[src/rtl/core/kpc_pkg.sv]
// Shared types and constants for the key press classifier.
package kpc_pkg;

    localparam int LONG_W   = 15;
    localparam int REPEAT_W = 16;
    localparam int COUNT_W  = 16;
    localparam int INDEX_W  = 2;
    localparam int WDATA_W  = 16;
    localparam int EVENT_W  = 2;

    localparam logic [INDEX_W-1:0] REG_LONG_PRESS  = 2'd0;
    localparam logic [INDEX_W-1:0] REG_REPEAT_IVAL = 2'd1;
    localparam logic [INDEX_W-1:0] REG_AUTO_REPEAT = 2'd2;

    localparam logic [LONG_W-1:0]   LONG_PRESS_RESET  = 15'd100;
    localparam logic [REPEAT_W-1:0] REPEAT_IVAL_RESET = 16'd20;

    typedef enum logic [1:0] {
        PH_IDLE     = 2'd0,
        PH_DEBOUNCE = 2'd1,
        PH_HELD     = 2'd2,
        PH_LONG     = 2'd3
    } phase_t;

    typedef enum logic [EVENT_W-1:0] {
        EVT_NONE  = 2'd0,
        EVT_SHORT = 2'd1,
        EVT_LONG  = 2'd2
    } event_t;

    typedef struct packed {
        logic [LONG_W-1:0]   long_press_ticks;
        logic [REPEAT_W-1:0] repeat_interval_ticks;
        logic                auto_repeat_enable;
    } kpc_cfg_t;

endpackage

[src/rtl/core/kpc_core.sv]
// Press phase machine, hold counter and event classification.
module kpc_core (
    input  logic              aclk,
    input  logic              aresetn,
    input  logic              step,
    input  logic              key_released,
    input  kpc_pkg::kpc_cfg_t cfg,
    output kpc_pkg::event_t   key_event
);
    import kpc_pkg::*;

    phase_t               phase_reg, phase_next;
    logic [COUNT_W-1:0]   hold_reg, hold_next;
    logic                 armed_reg, armed_next;
    event_t               evt;
    logic [COUNT_W:0]     hold_plus2;
    logic [COUNT_W-1:0]   hold_inc;
    logic [COUNT_W:0]     inc_plus1;
    logic [LONG_W+1:0]    long_twice;

    always_ff @(posedge aclk) begin
        if (!aresetn) begin
            phase_reg <= PH_IDLE;
            hold_reg  <= '0;
            armed_reg <= 1'b0;
        end else if (step) begin
            phase_reg <= phase_next;
            hold_reg  <= hold_next;
            armed_reg <= armed_next;
        end
    end

    assign hold_plus2 = {1'b0, hold_reg} + (COUNT_W+1)'(2);
    assign hold_inc   = hold_reg + COUNT_W'(1);
    assign inc_plus1  = {1'b0, hold_inc} + (COUNT_W+1)'(1);
    assign long_twice = {1'b0, cfg.long_press_ticks, 1'b0};

    always_comb begin
        phase_next = phase_reg;
        hold_next  = hold_reg;
        armed_next = armed_reg;
        evt        = EVT_NONE;
        case (phase_reg)
            PH_IDLE: begin
                if (!key_released) begin
                    armed_next = 1'b0;
                    phase_next = PH_DEBOUNCE;
                end
            end
            PH_DEBOUNCE: begin
                phase_next = key_released ? PH_IDLE : PH_HELD;
                hold_next  = '0;
            end
            PH_HELD: begin
                if (key_released) begin
                    phase_next = PH_IDLE;
                    evt        = EVT_SHORT;
                end else if (hold_plus2 > (COUNT_W+1)'(cfg.long_press_ticks)) begin
                    hold_next  = '0;
                    phase_next = PH_LONG;
                    evt        = EVT_LONG;
                end else begin
                    hold_next = hold_inc;
                end
            end
            PH_LONG: begin
                if (key_released) begin
                    phase_next = PH_IDLE;
                end else if (cfg.auto_repeat_enable) begin
                    hold_next = hold_inc;
                    if (armed_reg) begin
                        if (inc_plus1 > (COUNT_W+1)'(cfg.repeat_interval_ticks)) begin
                            hold_next = '0;
                            evt       = EVT_SHORT;
                        end
                    end else if (inc_plus1 > (COUNT_W+1)'(long_twice)) begin
                        hold_next  = '0;
                        armed_next = 1'b1;
                    end
                end
            end
            default: begin
                phase_next = PH_IDLE;
            end
        endcase
    end

    assign key_event = evt;

`ifndef SYNTH
    a_long_from_held: assert property (@(posedge aclk) disable iff (!aresetn)
        (step && evt == EVT_LONG) |-> (phase_reg == PH_HELD))
        else $error("long event outside held phase");
    a_long_enters_long: assert property (@(posedge aclk) disable iff (!aresetn)
        (step && evt == EVT_LONG) |=> (phase_reg == PH_LONG && hold_reg == '0))
        else $error("long event did not enter long-held phase");
    a_short_phase: assert property (@(posedge aclk) disable iff (!aresetn)
        (step && evt == EVT_SHORT) |-> (phase_reg == PH_HELD || phase_reg == PH_LONG))
        else $error("short event from idle or debounce");
    a_debounce_clears: assert property (@(posedge aclk) disable iff (!aresetn)
        (step && phase_reg == PH_DEBOUNCE) |=> (hold_reg == '0))
        else $error("debounce did not clear counter");
`endif

endmodule

[src/rtl/core/key_press_classifier.sv]
// Key press classifier: input word register, classification core, result register.
// A word is held in the input register; its event is held in the result register.
// One word per cycle unless stalled; the input register refills while a result waits.
// m_axis_tready low stalls the result register and, once the input register is full,
// s_axis_tready. Reset: registers return to 100, 20 and 0, the machine to idle with a
// cleared counter, and both stages empty.
module key_press_classifier (
    input  logic                          aclk,
    input  logic                          aresetn,
    input  logic                          s_axis_tvalid,
    output logic                          s_axis_tready,
    input  logic [7:0]                    s_axis_tdata,  // [0] key_released
    output logic                          m_axis_tvalid,
    input  logic                          m_axis_tready,
    output logic [7:0]                    m_axis_tdata,  // [1:0] key_event
    input  logic                          cfg_we,
    input  logic [kpc_pkg::INDEX_W-1:0]   cfg_index,
    input  logic [kpc_pkg::WDATA_W-1:0]   cfg_wdata
);
    import kpc_pkg::*;

    kpc_cfg_t cfg_reg;
    logic     in_valid_reg;
    logic     in_released_reg;
    logic     out_valid_reg;
    event_t   out_event_reg;
    event_t   core_event;
    logic     advance;

    always_ff @(posedge aclk) begin
        if (!aresetn) begin
            cfg_reg.long_press_ticks      <= LONG_PRESS_RESET;
            cfg_reg.repeat_interval_ticks <= REPEAT_IVAL_RESET;
            cfg_reg.auto_repeat_enable    <= 1'b0;
        end else if (cfg_we) begin
            case (cfg_index)
                REG_LONG_PRESS:  cfg_reg.long_press_ticks      <= cfg_wdata[LONG_W-1:0];
                REG_REPEAT_IVAL: cfg_reg.repeat_interval_ticks <= cfg_wdata[REPEAT_W-1:0];
                REG_AUTO_REPEAT: cfg_reg.auto_repeat_enable    <= cfg_wdata[0];
                default: begin
                end
            endcase
        end
    end

    assign advance       = in_valid_reg && (!out_valid_reg || m_axis_tready);
    assign s_axis_tready = !in_valid_reg || advance;

    always_ff @(posedge aclk) begin
        if (!aresetn) begin
            in_valid_reg <= 1'b0;
        end else if (s_axis_tready) begin
            in_valid_reg <= s_axis_tvalid;
        end
    end

    always_ff @(posedge aclk) begin
        if (s_axis_tready && s_axis_tvalid) begin
            in_released_reg <= s_axis_tdata[0];
        end
    end

    kpc_core u_core (
        .aclk         (aclk),
        .aresetn      (aresetn),
        .step         (advance),
        .key_released (in_released_reg),
        .cfg          (cfg_reg),
        .key_event    (core_event)
    );

    always_ff @(posedge aclk) begin
        if (!aresetn) begin
            out_valid_reg <= 1'b0;
        end else if (!out_valid_reg || m_axis_tready) begin
            out_valid_reg <= in_valid_reg;
        end
    end

    always_ff @(posedge aclk) begin
        if (advance) begin
            out_event_reg <= core_event;
        end
    end

    assign m_axis_tvalid = out_valid_reg;
    assign m_axis_tdata  = {6'b0, out_event_reg};

endmodule
[config.mk]
export PLATFORM = sky130hd
export DESIGN_NAME = key_press_classifier
export DESIGN_NICKNAME = d
export VERILOG_FILES = /design/src/rtl/core/kpc_pkg.sv /design/src/rtl/core/kpc_core.sv /design/src/rtl/core/key_press_classifier.sv
export SDC_FILE = /design/constraint.sdc
export NUM_CORES = 1
export LEC_CHECK = 0
export BUFFER_PORTS_ARGS = -buffer_cell sky130_fd_sc_hd__buf_4
export CAP_MARGIN = 20
export CELL_PAD_IN_SITES_DETAIL_PLACEMENT = 1
export CELL_PAD_IN_SITES_GLOBAL_PLACEMENT = 1
export CORE_UTILIZATION = 39
export DETAILED_ROUTE_END_ITERATION = 8
export PLACE_DENSITY_LB_ADDON = 0.1
export REMOVE_ABC_BUFFERS = 1
export SETUP_SLACK_MARGIN = 0.15
export SLEW_MARGIN = 30
export SYNTH_ARGS = -nofsm -noshare
export SYNTH_HDL_FRONTEND = slang
export SYNTH_HIERARCHICAL = 1
export SYNTH_SLANG_ARGS = --single-unit
[constraint.sdc]
create_clock -name aclk -period 12.05 [get_ports aclk]
set_clock_uncertainty 0.1 [all_clocks]
set_input_delay 2.41 -clock aclk [delete_from_list [all_inputs] [get_ports aclk]]
set_output_delay 2.41 -clock aclk [all_outputs]
set_load 0.02 [all_outputs]
==> impl_metrics.tcl <==
set metrics [dict create \
    status "finished clean" \
    cp.required_ns 12.18 \
    ys_types 72 \
    insertion_delay_ns 0.31 \
    fin_crit_ns 5.534 \
    cp_slowest_cell "dfxtp_1" \
    n_antenna_cell 0 \
    syn2layout_area_growth_pct 5.354 \
    overflow 0 \
    synth_edf_count 3 \
    synth_seq_cells 56 \
    first_global_vias 3988 \
    drt-met1-wl_mm 5.377 \
    io_pins 41 \
    cts_buffer_depth 2 \
    dieArea_mm2 0.01237 \
    finalCritPeriodShare_pct 45.93 \
    setup_tns_ns 0 \
    grt_usage_pct 20.02 \
    dpl_cell_area_mm2 0.004751 \
    antenna_found_initial 0 \
    cts_resized 0 \
    cp_max_fo 15 \
    cts_made_buffers 5 \
    cp_cell_sequence "ha_1 > nand3_1 > or3_4 > xnor2_1 > o2111ai_2 > a21oi_1 > xor2_1 > ha_1 > nand4_1 > nor4_1 > a21oi_1 > o21ai_0 > a2bb2oi_1 > o22ai_2 > buf_4 > nand3_1 > o22ai_1" \
    drive_above_1_share_pct 11.47 \
    wl_met2_mm 5.777 \
    vias_per_cell 5.379 \
    cpPeakStageDelay_ns 0.62 \
    dpl.hpwl_mm 9.000 \
    first_pass_iters 4 \
    place_worst_setup_slack_ns 6.525 \
    largest_reg_flops 32 \
    die_h_um 111.2 \
    synth_warnings 6 \
    reg2reg_slack_ns 6.52 \
    ant_nets 0 \
    highest_layer "met4" \
    synth.yosys.seq_area_share_pct 24.75 \
    ys_dominant_reg_cell "dfxtp_1" \
    layout_setup_ws_ns 6.516 \
    synth_top_area_cell "dfxtp_1" \
    worstSetupPathType "reg2reg" \
    postCtsSetupBuffers 0 \
    worst_slew_pin_slew_ns 0.6680 \
    place_congestion 0.7964 \
    synth_area_mm2 0.004651 \
    powerDensity_mw_per_mm2 79.66 \
    rows 39 \
    grt_pass1_wl_mm 19.70 \
    relSlewSlack_pct 54.32 \
    final-hold-violation-count 0 \
    die_w_um 111.2 \
    drc 0 \
    fmax_mhz 180.7 \
    io_buffers 27 \
    vias 3771 \
    worst_setup_path_end_kind "flop" \
    initial_utilization_pct 40.38 \
    crit_path_start_kind "flop" \
    fillCellCount 1423 \
    clk_pin_slew_worst_paths_ns 0.07 \
    async_flop_share_pct 0 \
    fin_util_pct 42.55 \
    htreeDepth 2 \
    wl_per_cell_um 16.46 \
    arrival_ns 5.66 \
    ys_top_cells_by_area "dfxtp_1, ha_1, mux2i_1, nand2_1, inv_1" \
    fin_area_mm2 0.004900 \
    coreArea_mm2 0.01152 \
    nets 637 \
    cts_tree "built" \
    synthCells 554 \
    syn_area_per_cell_um2 8.395 \
    grt_setup_unrepaired "no" \
    final_cells 701 \
    drt_iter0_markers 115 \
    ir_worst_vdd_mv 0.04636 \
    setup_viol 0 \
    max-cap-violations 0 \
    seq_area_mm2 0.001151 \
    hold_path.class "reg2reg" \
    cts_hold_buf 0 \
    grt_max_degree 70 \
    yosysTopAreaCellShare_pct 22.81 \
    p_leak_nw 1.959 \
    dp.cells 693 \
    wl_met3_um 196 \
    slew_viol_final 0 \
    root_buffer "clkbuf_16" \
    finalWirelength_mm 11.54 \
    clkSinkCount 56 \
    multi_input_comb_area_mm2 0.003017 \
]
[logic make-up after synthesis]
logic type,after synthesis,synth area share (%)
compound gates,106,16.22
fa+ha+maj,49,13.18
flops,56,24.75
mux,31,6.672
xor+xnor,34,6.403
other cells,1,0.08063
simple gates,190,21.87
buf+inv,87,10.82
[report_power, final]
| part | internal [W] | total, W | switching, W |
|---|---|---|---|
| registers | 0.000192 | 0.000195 | 0.00000387 |
| clock network | 0.0000781 | 0.000152 | 0.0000742 |
| logic | 0.0000180 | 0.0000426 | 0.0000245 |
| total | 0.000288 | 0.000390 | 0.000103 |
[per-layer routing]
| metal | vias to the layer above | global-route usage, % |
|---|---|---|
| met2 | 31 | 35.75 |
| met5 | - | 0 |
| met4 | 0 | 7.027 |
| met3 | 10 | 2.843 |
| met1 | 1816 | 24.35 |
| li1 | 1914 | - |
[worst paths after layout]
path | from | cells past startpoint | endpoint
worst max-delay path | u_core/hold_reg[0]$_SDFFE_PN0P_ | 17 | u_core/hold_reg[3]$_SDFFE_PN0P_
worst min-delay path | cfg_reg[11]$_SDFFE_PN0P_ | 2 | cfg_reg[11]$_SDFFE_PN0P_
worst max register to register | u_core/hold_reg[0]$_SDFFE_PN0P_ | 17 | u_core/hold_reg[3]$_SDFFE_PN0P_
worst min register to register | cfg_reg[11]$_SDFFE_PN0P_ | 2 | cfg_reg[11]$_SDFFE_PN0P_
[through the flow]
step	hold slack, ns	power, W
floorplan	0.3347	0.0002240
global placement	0.3449	0.0002410
detailed placement	0.3507	0.0002431
CTS	0.3631	0.0003989
global route	0.3817	0.0004087
finish	0.3602	0.0003903
[cell usage in the layout, fill, tap and decap left out, types with 11 or more instances in the layout]
master and count:
a21oi_1 21, buf_4 30, dfxtp_1 53, ha_1 49, inv_1 48, mux2i_1 31, nand2_1 75, nand3_1 11
nor2_1 22, nor3_1 14, o21ai_0 16, xnor2_1 20, xor2_1 14
[critical path: cells and delay by family (launching register included)]
family / cells / cell delay, ns
simple gates: 5 / 2.01
fa+ha+maj: 2 / 0.55
xor+xnor: 2 / 0.51
buf+inv: 1 / 0.26
compound gates: 7 / 1.40
flops: 1 / 0.62
[cell usage after synthesis, types with 3 or more instances]
| library cell | n |
|---|---|
| a21o_1 | 5 |
| a31oi_1 | 3 |
| and3_1 | 3 |
| buf_4 | 10 |
| nand4b_1 | 4 |
| nand3b_1 | 5 |
| o21ai_0 | 16 |
| o211ai_1 | 5 |
| o22ai_1 | 3 |
| o21a_1 | 7 |
| xor2_1 | 14 |
| buf_2 | 5 |
| ha_1 | 49 |
| nand2_1 | 75 |
| xnor2_1 | 20 |
| a21boi_1 | 9 |
| edfxtp_1 | 3 |
| buf_6 | 11 |
| o21ai_2 | 9 |
| dfxtp_1 | 53 |
| and2_1 | 3 |
| a211oi_1 | 6 |
| clkbuf_1 | 8 |
| mux2i_1 | 31 |
| inv_1 | 48 |
| nand3_4 | 3 |
| nand4_1 | 8 |
| or4_1 | 3 |
| a21oi_1 | 21 |
| nor2b_1 | 9 |
| nand3_1 | 11 |
| a2111oi_0 | 3 |
| nor3_1 | 14 |
| nor4_1 | 8 |
| nand2b_1 | 5 |
| clkbuf_8 | 3 |
| nor2_1 | 22 |
[cell type report]
| cell class | instances | share of cell area [%] |
|---|---|---|
| multi-input combinational | 416 | 61.57 |
| sequential | 56 | 23.49 |
| timing repair buffer | 30 | 4.597 |
| inverter | 48 | 3.677 |
| tap | 143 | 3.652 |
| clock buffer | 5 | 2.554 |
| clock inverter | 3 | 0.4597 |
Power figures use the tool's default switching activity.
